--- config.mk ---
export PLATFORM = sky130hd
export DESIGN_NAME = formant_speech_frame_synth
export DESIGN_NICKNAME = d
export VERILOG_FILES = /design/src/rtl/core/fss_pkg.sv /design/src/rtl/core/fss_core.sv /design/src/rtl/core/fss_scale.sv /design/src/rtl/core/formant_speech_frame_synth.sv
export VERILOG_INCLUDE_DIRS = /design/src /design/src/rtl/core
export SDC_FILE = /design/constraint.sdc
export NUM_CORES = 2
export LEC_CHECK = 0
export BUFFER_PORTS_ARGS = -buffer_cell sky130_fd_sc_hd__buf_2
export CELL_PAD_IN_SITES_DETAIL_PLACEMENT = 0
export CELL_PAD_IN_SITES_GLOBAL_PLACEMENT = 1
export CORE_MARGIN = 1
export CORE_UTILIZATION = 30
export DETAILED_ROUTE_END_ITERATION = 10
export GPL_TIMING_DRIVEN = 1
export PLACE_DENSITY_LB_ADDON = 0.1
export SYNTH_ARGS = -nofsm -noshare
export SYNTH_HDL_FRONTEND = slang
export SYNTH_SLANG_ARGS = --single-unit
--- constraint.sdc ---
create_clock -name clk_i -period 13.05 [get_ports clk_i]
set_input_delay 1.305 -clock clk_i [delete_from_list [all_inputs] [get_ports clk_i]]
set_output_delay 1.305 -clock clk_i [all_outputs]
set_load 0.05 [all_outputs]
--- src/rtl/core/formant_speech_frame_synth_assert.svh ---
// ---------------------------------------------------------------------------
// Formant speech frame synthesizer assertion macros
// Shared concurrent assertion wrappers; they compile to nothing under SYNTH.
// ---------------------------------------------------------------------------
`ifndef FORMANT_SPEECH_FRAME_SYNTH_ASSERT_SVH
`define FORMANT_SPEECH_FRAME_SYNTH_ASSERT_SVH

`ifndef SYNTH
`define FSS_ASSERT(name, clk, rst_n, prop) \
  name: assert property (@(posedge clk) disable iff (!rst_n) (prop)) \
    else $error("formant synth assertion failed");
`define FSS_ASSERT_ALWAYS(name, clk, prop) \
  name: assert property (@(posedge clk) (prop)) \
    else $error("formant synth assertion failed");
`else
`define FSS_ASSERT(name, clk, rst_n, prop)
`define FSS_ASSERT_ALWAYS(name, clk, prop)
`endif

`endif

--- src/rtl/core/fss_pkg.sv ---
// ---------------------------------------------------------------------------
// Formant speech frame synthesizer package
// Types, constants and small tables shared by the synthesizer modules.
// ---------------------------------------------------------------------------
package fss_pkg;

  typedef enum logic [0:0] {
    CfgNoiseSeed     = 1'b0,
    CfgStepsPerFrame = 1'b1
  } fss_cfg_idx_e;

  typedef struct packed {
    logic         we;
    fss_cfg_idx_e idx;
    logic [15:0]  wdata;
  } fss_cfg_t;

  typedef struct packed {
    logic [7:0]      flags;
    logic [2:0][7:0] freq;
    logic [2:0][7:0] amp;
    logic [7:0]      pitch;
  } fss_item_t;

  typedef struct packed {
    logic        noise_sel;
    logic [13:0] noise_val;
    logic [19:0] tri_sum;
    logic        done;
    logic        skip;
  } fss_mid_t;

  localparam logic [15:0]        LfsrMask      = 16'hB400;
  localparam logic [15:0]        SeedReset     = 16'd44257;
  localparam logic [7:0]         StepsReset    = 8'd140;
  localparam logic [10:0]        PhaseCycle    = 11'd1536;
  localparam logic signed [11:0] PhaseMid      = 12'sd768;
  localparam logic signed [11:0] TriOffset     = 12'sd384;
  localparam logic signed [13:0] NoiseGain     = 14'sd50;
  localparam logic [8:0]         PitchLimit    = 9'd510;
  localparam logic [21:0]        RecipThree    = 22'd2796203;
  localparam int unsigned        RecipShift    = 23;
  localparam logic signed [15:0] SampleMax     = 16'sh7FFF;
  localparam logic signed [15:0] SampleMin     = -16'sh8000;

  // Fraction step per noise sample, indexed by the rate code of the flags.
  function automatic logic [7:0] noise_step(input logic [2:0] rate_code);
    logic [7:0] step;
    unique case (rate_code)
      3'd0, 3'd1: step = 8'd128;
      3'd2:       step = 8'd115;
      3'd3:       step = 8'd51;
      3'd4:       step = 8'd38;
      default:    step = 8'd26;
    endcase
    return step;
  endfunction

endpackage

--- src/rtl/core/fss_core.sv ---
// ---------------------------------------------------------------------------
// Formant speech frame synthesizer state stage
// Advances the frame, pitch, oscillator and noise state by one sample and
// registers the oscillator sum, the noise value and the noise select with the frame end flags.
// ---------------------------------------------------------------------------
`include "formant_speech_frame_synth_assert.svh"

module fss_core (
  input  logic              clk_i,
  input  logic              rst_ni,
  input  logic              en_i,
  input  fss_pkg::fss_item_t item_i,
  input  fss_pkg::fss_cfg_t  cfg_i,
  output fss_pkg::fss_mid_t  mid_o
);

  logic [8:0]       pc_q, pc_d;
  logic [2:0][10:0] phase_q, phase_d;
  logic [1:0]       sub_q, sub_d;
  logic [7:0]       step_q, step_d;
  logic [11:0]      uc_q, uc_d;
  logic [7:0]       frac_q, frac_d;
  logic [7:0]       level_q, level_d;
  logic [15:0]      lfsr_q, lfsr_d;
  logic [7:0]       spf_q, spf_d;
  fss_pkg::fss_mid_t mid_q, mid_d;

  logic              unvoiced;
  logic              late;
  logic [8:0]        frac_sum;
  logic [15:0]       lfsr_shift;
  logic [7:0]        level_new;
  logic [11:0]       unv_len;
  logic [11:0]       uc_inc;
  logic [1:0]        sub_inc;
  logic [8:0]        pc_inc;
  logic [7:0]        step_inc;
  logic [10:0]       ph_add;
  logic signed [11:0] dphase;
  logic signed [11:0] dabs;
  logic signed [11:0] tri_s;
  logic signed [19:0] prod [3];
  logic signed [19:0] tri_sum;

  logic              phase_ok;
  logic              done_seen;
  logic              cnt_clear;

  always_comb begin
    unvoiced   = |item_i.flags[7:3];
    late       = ({pc_q, 1'b0} > ({2'b00, item_i.pitch} + {1'b0, item_i.pitch, 1'b0}));
    frac_sum   = {1'b0, frac_q} + {1'b0, fss_pkg::noise_step(item_i.flags[2:0])};
    lfsr_shift = {1'b0, lfsr_q[15:1]} ^ (lfsr_q[0] ? fss_pkg::LfsrMask : 16'd0);
    level_new  = frac_sum[8] ? lfsr_shift[7:0] : level_q;
    unv_len    = {item_i.flags[7:3], 7'd0} + 12'd16;
    uc_inc     = uc_q + 12'd1;
    sub_inc    = sub_q + 2'd1;
    pc_inc     = pc_q + 9'd1;
    step_inc   = step_q + 8'd1;
    ph_add     = '0;

    tri_sum = '0;
    for (int i = 0; i < 3; i++) begin
      dphase  = $signed({1'b0, phase_q[i]}) - fss_pkg::PhaseMid;
      dabs    = dphase[11] ? -dphase : dphase;
      tri_s   = dabs - fss_pkg::TriOffset;
      prod[i] = 20'(tri_s) * $signed(20'(item_i.amp[i]));
      tri_sum = tri_sum + prod[i];
    end

    mid_d.noise_sel = unvoiced || ((item_i.flags[2:0] != 3'd0) && late);
    mid_d.noise_val = 14'($signed(level_new)) * fss_pkg::NoiseGain;
    mid_d.tri_sum   = tri_sum;
    mid_d.done      = 1'b0;
    mid_d.skip      = 1'b0;

    pc_d    = pc_q;
    phase_d = phase_q;
    sub_d   = sub_q;
    step_d  = step_q;
    uc_d    = uc_q;
    frac_d  = frac_q;
    level_d = level_q;
    lfsr_d  = lfsr_q;
    spf_d   = spf_q;

    if (en_i) begin
      if (mid_d.noise_sel) begin
        frac_d = frac_sum[7:0];
        if (frac_sum[8]) begin
          lfsr_d  = lfsr_shift;
          level_d = lfsr_shift[7:0];
        end
      end
      if (unvoiced) begin
        uc_d       = uc_inc;
        mid_d.done = (uc_inc >= unv_len) || (uc_inc == 12'd0);
        mid_d.skip = mid_d.done;
      end else begin
        if (!mid_d.noise_sel) begin
          for (int i = 0; i < 3; i++) begin
            ph_add     = phase_q[i] + 11'(item_i.freq[i]);
            phase_d[i] = (ph_add >= fss_pkg::PhaseCycle) ? ph_add - fss_pkg::PhaseCycle
                                                         : ph_add;
          end
        end
        if (sub_inc == 2'd3) begin
          sub_d = 2'd0;
          if (pc_inc >= {item_i.pitch, 1'b0}) begin
            pc_d    = 9'd0;
            phase_d = '0;
          end else begin
            pc_d = pc_inc;
          end
          step_d     = step_inc;
          mid_d.done = (step_inc >= spf_q) || (step_inc == 8'd0);
        end else begin
          sub_d = sub_inc;
        end
      end
      if (mid_d.done) begin
        sub_d  = 2'd0;
        step_d = 8'd0;
        uc_d   = 12'd0;
      end
    end

    if (cfg_i.we) begin
      unique case (cfg_i.idx)
        fss_pkg::CfgNoiseSeed:     lfsr_d = cfg_i.wdata;
        fss_pkg::CfgStepsPerFrame: spf_d  = cfg_i.wdata[7:0];
        default:                   lfsr_d = lfsr_q;
      endcase
    end
  end

  always_ff @(posedge clk_i or negedge rst_ni) begin
    if (!rst_ni) begin
      pc_q    <= '0;
      phase_q <= '0;
      sub_q   <= '0;
      step_q  <= '0;
      uc_q    <= '0;
      frac_q  <= '0;
      level_q <= '0;
      lfsr_q  <= fss_pkg::SeedReset;
      spf_q   <= fss_pkg::StepsReset;
    end else begin
      pc_q    <= pc_d;
      phase_q <= phase_d;
      sub_q   <= sub_d;
      step_q  <= step_d;
      uc_q    <= uc_d;
      frac_q  <= frac_d;
      level_q <= level_d;
      lfsr_q  <= lfsr_d;
      spf_q   <= spf_d;
    end
  end

  always_ff @(posedge clk_i) begin
    if (en_i) begin
      mid_q <= mid_d;
    end
  end

  assign mid_o = mid_q;

  assign phase_ok  = (phase_q[0] < fss_pkg::PhaseCycle) && (phase_q[1] < fss_pkg::PhaseCycle) &&
                     (phase_q[2] < fss_pkg::PhaseCycle);
  assign done_seen = en_i && mid_d.done;
  assign cnt_clear = (sub_q == 2'd0) && (step_q == 8'd0) && (uc_q == 12'd0);

  `FSS_ASSERT(a_pitch_range, clk_i, rst_ni, pc_q < fss_pkg::PitchLimit)
  `FSS_ASSERT(a_phase_range, clk_i, rst_ni, phase_ok)
  `FSS_ASSERT(a_sub_range, clk_i, rst_ni, sub_q != 2'd3)
  `FSS_ASSERT(a_done_clears, clk_i, rst_ni, done_seen |=> cnt_clear)

endmodule

--- src/rtl/core/fss_scale.sv ---
// ---------------------------------------------------------------------------
// Formant speech frame synthesizer output scaling
// Scales the oscillator sum by 25/12 toward zero, selects noise or voice and
// saturates the result to a 16-bit sample.
// ---------------------------------------------------------------------------
module fss_scale (
  input  fss_pkg::fss_mid_t  mid_i,
  output logic signed [15:0] sample_o
);

  logic               neg;
  logic [18:0]        mag;
  logic [22:0]        mag25;
  logic [20:0]        quarter;
  logic [42:0]        recip_prod;
  logic [19:0]        quot;

  always_comb begin
    neg        = mid_i.tri_sum[19];
    mag        = neg ? 19'(-$signed(mid_i.tri_sum)) : mid_i.tri_sum[18:0];
    mag25      = {mag, 4'd0} + {1'b0, mag, 3'd0} + {4'd0, mag};
    quarter    = mag25[22:2];
    recip_prod = 43'(quarter) * 43'(fss_pkg::RecipThree);
    quot       = recip_prod[fss_pkg::RecipShift +: 20];

    if (mid_i.noise_sel) begin
      sample_o = 16'($signed(mid_i.noise_val));
    end else if (neg) begin
      sample_o = (quot > 20'd32768) ? fss_pkg::SampleMin : 16'(-$signed({1'b0, quot}));
    end else begin
      sample_o = (quot > 20'd32767) ? fss_pkg::SampleMax : $signed(quot[15:0]);
    end
  end

endmodule

--- src/rtl/core/formant_speech_frame_synth.sv ---
// ---------------------------------------------------------------------------
// Formant speech frame synthesizer
// Throughput: one item per cycle while out_ready_i does not stall the output; an
// item passes the input register, state stage and output register in that order.
// Reset: asynchronous active low; counters, phases and noise state clear, the
// noise shift register loads 44257 and the frame length loads 140 steps.
// ---------------------------------------------------------------------------
module formant_speech_frame_synth (
  input  logic              clk_i,
  input  logic              rst_ni,
  input  logic              in_valid_i,
  output logic              in_ready_o,
  input  logic [7:0]        frame_flags_i,
  input  logic [7:0]        formant_freq_one_i,
  input  logic [7:0]        formant_freq_two_i,
  input  logic [7:0]        formant_freq_three_i,
  input  logic [7:0]        formant_amp_one_i,
  input  logic [7:0]        formant_amp_two_i,
  input  logic [7:0]        formant_amp_three_i,
  input  logic [7:0]        pitch_period_i,
  output logic              out_valid_o,
  input  logic              out_ready_i,
  output logic signed [15:0] audio_sample_o,
  output logic              frame_done_o,
  output logic              skip_next_frame_o,
  input  logic              cfg_we_i,
  input  logic [0:0]        cfg_idx_i,
  input  logic [15:0]       cfg_wdata_i
);

  fss_pkg::fss_item_t in_item;
  fss_pkg::fss_item_t s1_item_q;
  fss_pkg::fss_cfg_t  cfg;
  fss_pkg::fss_mid_t  mid;

  logic               s1_valid_q, s1_valid_d;
  logic               s2_valid_q, s2_valid_d;
  logic               out_valid_q, out_valid_d;
  logic signed [15:0] sample;
  logic signed [15:0] sample_q;
  logic               done_q;
  logic               skip_q;

  logic in_xfer;
  logic out_adv;
  logic s2_free;
  logic s2_adv;
  logic s1_go;

  always_comb begin
    in_item.flags   = frame_flags_i;
    in_item.freq[0] = formant_freq_one_i;
    in_item.freq[1] = formant_freq_two_i;
    in_item.freq[2] = formant_freq_three_i;
    in_item.amp[0]  = formant_amp_one_i;
    in_item.amp[1]  = formant_amp_two_i;
    in_item.amp[2]  = formant_amp_three_i;
    in_item.pitch   = pitch_period_i;

    cfg.we    = cfg_we_i;
    cfg.idx   = fss_pkg::fss_cfg_idx_e'(cfg_idx_i);
    cfg.wdata = cfg_wdata_i;
  end

  assign out_adv    = !out_valid_q || out_ready_i;
  assign s2_adv     = s2_valid_q && out_adv;
  assign s2_free    = !s2_valid_q || out_adv;
  assign s1_go      = s1_valid_q && s2_free;
  assign in_ready_o = !s1_valid_q || s2_free;
  assign in_xfer    = in_valid_i && in_ready_o;

  assign s1_valid_d  = in_xfer ? 1'b1 : (s1_go ? 1'b0 : s1_valid_q);
  assign s2_valid_d  = s1_go ? 1'b1 : (s2_adv ? 1'b0 : s2_valid_q);
  assign out_valid_d = s2_adv ? 1'b1 : (out_ready_i ? 1'b0 : out_valid_q);

  always_ff @(posedge clk_i or negedge rst_ni) begin
    if (!rst_ni) begin
      s1_valid_q  <= 1'b0;
      s2_valid_q  <= 1'b0;
      out_valid_q <= 1'b0;
    end else begin
      s1_valid_q  <= s1_valid_d;
      s2_valid_q  <= s2_valid_d;
      out_valid_q <= out_valid_d;
    end
  end

  always_ff @(posedge clk_i) begin
    if (in_xfer) begin
      s1_item_q <= in_item;
    end
    if (s2_adv) begin
      sample_q <= sample;
      done_q   <= mid.done;
      skip_q   <= mid.skip;
    end
  end

  fss_core u_core (
    .clk_i  (clk_i),
    .rst_ni (rst_ni),
    .en_i   (s1_go),
    .item_i (s1_item_q),
    .cfg_i  (cfg),
    .mid_o  (mid)
  );

  fss_scale u_scale (
    .mid_i    (mid),
    .sample_o (sample)
  );

  assign out_valid_o       = out_valid_q;
  assign audio_sample_o    = sample_q;
  assign frame_done_o      = done_q;
  assign skip_next_frame_o = skip_q;

endmodule
== After elaboration in Yosys (flattened, before gate mapping) ==
Index checks and enable logic that the tools add are counted.

* Order comparisons: 9
* Multiply operators: 5
* $add $sub $neg: 28
* Equal/unequal tests: 6
* Bitwise logic cells: 2
* Mux-type cells: 40
* Shifts and indexed selects: 0
* Div/mod/pow operators: 0
* Reductions and logical operators: 31

{| class="wikitable"
|+ Operators with widths
! operator !! count
|-
| 16-bit two-way mux || 10
|-
| 33-bit two-way mux || 3
|-
| 12-bit by 9-bit multiplier with 20-bit output || 3
|-
| 12-bit two-way mux || 5
|-
| 21-bit by 22-bit multiplier with 43-bit output (second input constant) || 1
|-
| 20-bit adder || 2
|-
| 12-bit negation || 3
|-
| 11-bit by 10-bit subtractor with 12-bit output (second input constant) || 3
|-
| 12-bit by 10-bit subtractor with 12-bit output (second input constant) || 3
|-
| 11-bit by 8-bit adder with 11-bit output || 3
|-
| 11-bit greater-or-equal comparator (second input constant) || 3
|-
| 11-bit two-way mux || 3
|-
| 11-bit subtractor (second input constant) || 3
|-
| 8-bit two-way mux || 4
|-
| 8-bit one-hot mux with 4 select lines || 1
|-
| 23-bit by 19-bit adder with 23-bit output || 1
|-
| 23-bit by 22-bit adder with 23-bit output || 1
|-
| 20-bit by 15-bit greater-than comparator with 1-bit output (second input constant) || 1
|-
| 20-bit by 16-bit greater-than comparator with 1-bit output (second input constant) || 1
|-
| 19-bit two-way mux || 1
|-
| 19-bit negation || 1
|-
| 16-bit negation || 1
|-
| 15-bit by 16-bit bitwise XOR with 16-bit output || 1
|-
| 8-bit by 6-bit multiplier with 13-bit output (second input constant) || 1
|-
| other kinds (32) || 62
|}

* Bits in registers: 225
* Memories kept: 0
* Bits in latches: 0
* Output and inout bits: 20
* RAM bits: 0
* ROM bits: 0

== Depth between registers and ports, before layout ==
* Depth after elaboration: 9
* Mapped depth: 48
* Depth with buffers taken out: 47

== By module ==
A second synthesis with hierarchy kept.

* Cell total of the unflattened synthesis: 3,403
* Area, all modules: 32,794.0 sq um

{| class="wikitable"
|+ By module, submodules not included
! module !! area an instance (sq um) !! cells an instance !! instances !! seq. area each (sq um)
|-
| fss_core || 20,835.0 || 2,200 || 1 || 3,697.3
|-
| fss_scale || 9,351.5 || 1,109 || 1 || 0.0
|-
| formant_speech_frame_synth || 2,607.5 || 94 || 1 || 2,537.4
|}

== Worst setup path after synthesis ==
Ideal clock, no wire load.

* Path kind: register to register
* Start point: reg u_core.mid_q (netlist bit u_core.mid_o[2])
* End point: reg sample_q[0], in the netlist audio_sample_o[0], data pin
* Data required time: 12.784 ns
* Path slack: 1.743 ns
* Cell stages (with the launch flop): 46
* Setup time: 0.266 ns
* Period minus slack after synthesis: 11.307 ns
* Arrival: 11.041 ns
* Cells stage by stage: edfxtp_1 > inv_1 > nand2_1 > or4_1 > or2_2 > o21ai_0 > xor2_1 > inv_1 > fa_1 > ha_1 > a21oi_1 > o21bai_1 > a21oi_1 > o21ai_0 > a211oi_1 > nor2_1 > o41a_1 > a211oi_1 > [... 10 more ...] > fa_1 > inv_1 > fa_1 > ha_1 > a21oi_2 > nand2_1 > a21o_1 > o21bai_1 > a22o_1 > a311oi_2 > inv_1 > ha_1 > o2111a_2 > and4b_4 > a31o_4 > buf_6 > a21oi_1 > nor2_1

* Longest elaborated chain between the ends: 8
* Elaborated cells on any way between the ends: 11
* Classes of those cells: add/sub: 4; mul: 1; order compare: 2; mux: 4

{| class="wikitable"
|+ RTL lines
! what !! line !! text
|-
| start, declared || fss_core.sv:26 || <nowiki>fss_pkg::fss_mid_t mid_q, mid_d;</nowiki>
|-
| start signal, assigned || fss_core.sv:163 || <nowiki>mid_q <= mid_d;</nowiki>
|-
| 19-bit negation || fss_scale.sv:20 || <nowiki>mag = neg ? 19'(-$signed(mid_i.tri_sum)) : mid_i.tri_sum[18:0];</nowiki>
|-
| 19-bit two-way mux (*) || fss_scale.sv:20 ||
|-
| 23-bit by 22-bit adder with 23-bit output || fss_scale.sv:21 || <nowiki>mag25 = {mag, 4'd0} + {1'b0, mag, 3'd0} + {4'd0, mag};</nowiki>
|-
| 23-bit by 19-bit adder with 23-bit output (*) || fss_scale.sv:21 ||
|-
| 21-bit by 22-bit multiplier with 43-bit output (*) || fss_scale.sv:23 || <nowiki>recip_prod = 43'(quarter) * 43'(fss_pkg::RecipThree);</nowiki>
|-
| 16-bit negation (tied with other cells) || fss_scale.sv:29 || <nowiki>sample_o = (quot > 20'd32768) ? fss_pkg::SampleMin : 16'(-$signed({1'b0, quot}));</nowiki>
|-
| 16-bit two-way mux, on equally long branches || fss_scale.sv:29, fss_scale.sv:31 ||
|-
| 16-bit two-way mux (*) || fss_scale.sv:28 || <nowiki>end else if (neg) begin</nowiki>
|-
| end signal, assigned || formant_speech_frame_synth.sv:93 || <nowiki>sample_q <= sample;</nowiki>
|-
| end, declared || formant_speech_frame_synth.sv:40 || <nowiki>logic signed [15:0] sample_q;</nowiki>
|}

Every way passes the cells marked *; elsewhere a longest branch is shown, timed or not.
A chain may end at the register's enable or synchronous reset.

== Worst setup path in the final report ==
* Start point: reg u_core.mid_q (netlist bit u_core.mid_o[2])
* End point: reg sample_q[3], in the netlist audio_sample_o[3], data pin

* Longest elaborated chain between the ends: 9
* Elaborated cells on any way between the ends: 12
* Classes of those cells: add/sub: 4; mul: 1; order compare: 2; mux: 5

{| class="wikitable"
|+ RTL lines
! what !! line !! text
|-
| 19-bit negation || fss_scale.sv:20 ||
|-
| 19-bit two-way mux (*) || fss_scale.sv:20 ||
|-
| 23-bit by 22-bit adder with 23-bit output || fss_scale.sv:21 ||
|-
| 23-bit by 19-bit adder with 23-bit output (*) || fss_scale.sv:21 ||
|-
| 21-bit by 22-bit multiplier with 43-bit output (*) || fss_scale.sv:23 ||
|-
| 16-bit negation (tied with other cells) || fss_scale.sv:29 ||
|-
| 16-bit two-way mux, on equally long branches || fss_scale.sv:29, fss_scale.sv:31 ||
|-
| 16-bit two-way mux (*) || fss_scale.sv:28 ||
|-
| 16-bit two-way mux (*) || fss_scale.sv:26 || <nowiki>if (mid_i.noise_sel) begin</nowiki>
|-
| net sample[3] || formant_speech_frame_synth.sv:39 || <nowiki>logic signed [15:0] sample;</nowiki>
|}

The timed path passes the listed nets; every way through them passes the cells marked *.

==> metrics.csv <==
stage;metric;value;unit
timing;fin crit share;0.931;
synth;dominant synthesized flop cell;edfxtp_1;
floorplanning;Row Count;119;
global_route;initial antenna violation count;6;
cts;worst skew pair latency;0.56;ns
critical_path;crit-path most repeated cell;fa_1;
cts;clk buf depth;3;
timing;final setup fails;0;
hold_path;worst hold path class;reg2reg;
detailed_routing;vias per cell;4.61;
synth;Synthesis Warnings;0;
placement;hpwl dp;69.5;mm
synth;syn_nets;4261;
floorplanning;Ports;106;
cts;Clock Tree Root;clkbuf_16;
finish;Nets;4359;
floorplanning;die footprint;109000;um^2
floorplanning;Die W;330;um
timing;min cycle time layout;12.15;ns
synth;Cell Area, Synth;32300;um^2
detailed_routing;DRC viols;0;
timing;Hold Fails Final Rpt;0;
placement;routability cong.;0.821;
critical_path;CP peak stage delay;0.56;ns
floorplanning;Placeable Area;106000;um^2
global_route;first-pass GRT wire length;132;mm
cts;Clock H-tree levels;2;
critical_path;CP Max Fanout;14;
synth;Post-synth EDFFs;118;
detailed_routing;drt initial violations;954;
global_route;pin count of the biggest net entering global routing;64;
critical_path;Buf/Inv on CP;7;
timing;Max Clk Rate;82.3;MHz
critical_path;Worst Setup Path Type;reg2reg;
global_route;vias in the first global route;24100;
synth;Synth cell types;87;
timing;Setup TNS;0;ns
finish;commonest non-fill, non-tap cells in the layout;inv_1, fa_1, ha_1;
synth;Cells after Synth;3334;
cts;CTS tree;built;
detailed_routing;DRT Pass-1 Iters;7;
critical_path;Critical Path AT;12.48;ns
cts;Worst-path clk slew;0.06;ns
cts;# clock sinks;225;
global_route;gr usage total;0.155;
detailed_routing;Vias;22300;
detailed_routing;wire per inst;16.9;um
timing;RSZ-0062 raised after global routing;false;
run;max-cap viol count;0;
detailed_routing;antenna viol nets, final;0;
finish;commonest non-fill, non-tap cell in the layout;inv_1;
placement;IO buf count;105;
timing;worst clock skew;0.0168;ns
cts;CTS buffer count;35;
detailed_routing;Routed WL;82.1;mm
finish;area growth from synthesis to layout;10.4;%
timing;final slew viol count;0;
critical_path;Slowest cell on crit path;fa_1;
critical_path;critical path required time;13.38;ns
floorplanning;Starting Density;0.304;
floorplanning;Die Y;330;um
critical_path;CP Capture Type;flip-flop;
critical_path;Setup crit start kind;flip-flop;
timing;Slew headroom;0.339;
synth;Async SR Flop Fraction;0.476;
critical_path;Worst path top cell family by delay;adder cells;
timing;Worst Tran Pin Value;0.991;ns
outcome;status;completed;
finish;layout cells sized above 1;0.0769;
synth;Seq/Total Area, Yosys;0.193;
synth;synthesized area per cell;9.67;um^2
global_route;grt ovf;0;
synth;Synth Register Bits;225;
metal layers:
| layer | track usage | part of all wire | up-vias |
|---|---|---|---|
| li1 | - | - | 10900 |
| met1 | 0.203 | 0.46 | 11100 |
| met2 | 0.277 | 0.50 | 271 |
| met3 | 0.0153 | 0.024 | 67 |
| met4 | 0.0301 | 0.018 | 0 |
| met5 | 0 | 0 | - |
final cells by class:
| class | count | area (um^2) |
|---|---|---|
| repair buffers | 133 | 738 |
| clock buffers | 43 | 916 |
| clock inverters | 20 | 204 |
| multi-input cells | 2335 | 23200 |
| inverters | 702 | 2640 |
| well taps | 1391 | 1740 |
| diodes | 1 | 2.50 |
| flip-flops and latches | 225 | 6230 |
| fillers | 11000 | 70400 |
logic make-up (layout without fill, tap and decap cells):
family	after synthesis	after routing	share of synthesized area
AOI/OAI and AO/OA	449	449	0.0947
xor gates and xnor gates	208	208	0.0565
adders and majority gates	841	841	0.426
buffers and inverters	774	898	0.0906
DFF	225	225	0.193
muxes	62	62	0.0204
other	0	1	0
and+or+nand+nor	775	775	0.119
cell usage after synthesis, types with 7 or more instances:
master    instances  share of area
o41ai_1           7         0.0019
buf_2             7         0.0011
o21a_1           12         0.0028
a21boi_0          9         0.0021
o21ai_1          14         0.0022
nor2_1          126          0.015
fa_1            427           0.27
dfstp_2          11         0.0090
o31ai_1          21         0.0049
a211oi_1         12         0.0028
or2_2             9         0.0017
a22o_1           30         0.0081
edfxtp_1        118           0.11
nor2b_1          30         0.0058
nand3_1          48         0.0074
mux2_2           31          0.011
or4_1             7         0.0016
dfrtp_1          96          0.074
and3_1           15         0.0029
clkbuf_1         62         0.0072
xnor2_1         131          0.036
xor2_1           77          0.021
o21bai_1         27         0.0063
inv_1           700          0.081
o21ai_0          99          0.015
and2_1          147          0.029
nand2b_1         36         0.0070
o211ai_1          8         0.0019
ha_1            414           0.16
a21o_1           46          0.011
nor3b_1           8         0.0019
nand4_1          15         0.0029
nor4_1           10         0.0019
mux2i_1          31         0.0096
nand2_1         271          0.032
nor3_1           28         0.0043
a21oi_1          99          0.015
what timing repair did:
action	in CTS	in global routing
setup buffers	0	2
gates resized for setup	0	5
setup endpoints to repair	0	16
hold buffers	0	0
worst paths after layout:
kind / cells after the start / slack, ns / endpoint / from
worst max-delay path: 43 / 0.90 / audio_sample_o[3]$_DFFE_PP_ / u_core.mid_o[2]$_DFFE_PP_
worst max register to register: 43 / 0.90 / audio_sample_o[3]$_DFFE_PP_ / u_core.mid_o[2]$_DFFE_PP_
worst min-delay path: 1 / 0.49 / s2_valid_q$_DFFE_PN0P_ / s1_valid_q$_DFFE_PN0P_
worst min register to register: 1 / 0.49 / s2_valid_q$_DFFE_PN0P_ / s1_valid_q$_DFFE_PN0P_
max in group asynchronous: 2 / 10.98 / u_core.step_q[4]$_DFFE_PN0P_ / rst_ni
min in group asynchronous: 1 / 0.78 / u_core.pc_q[1]$_DFFE_PN0P_ / rst_ni
flip-flops by register name (all words and copies together), names as in the netlist, 8 cells and up:
register and flops:
u_core.phase_q 33, u_core.uc_q 12, u_core.mid_o 36, u_core.pc_q 9, u_core.step_q 8, audio_sample_o 16
u_core.frac_q 8, u_core.spf_q 8, u_core.level_q 8, u_core.lfsr_q 16, s1_item_q 64
stage by stage:
stage	instance area [um^2]	instances	setup WS [ns]	utilization	hold slack, ns
2_1_floorplan	32300	3334	1.74	-	0.400
3_3_place_gp	34500	4784	0.546	0.325	0.476
3_5_place_dp	34500	4784	0.420	0.325	0.487
4_1_cts	35600	4847	0.355	0.336	0.499
5_1_grt	35600	4849	0.0380	0.336	0.517
6_report	35600	4850	0.904	0.336	0.493
worst register-to-register path, delay by kind of cell, from the launching register on:
| kind | cells | cell delay [ns] |
|---|---|---|
| adders and majority gates | 10 | 4.64 |
| AOI/OAI and AO/OA | 15 | 3.85 |
| and+or+nand+nor | 8 | 1.67 |
| buffers and inverters | 7 | 0.65 |
| xor gates and xnor gates | 2 | 0.56 |
| DFF | 1 | 0.44 |
| muxes | 1 | 0.09 |
Power is not shown: default switching activity piles up to over one toggle a cycle in this logic, so the estimate is an artifact.
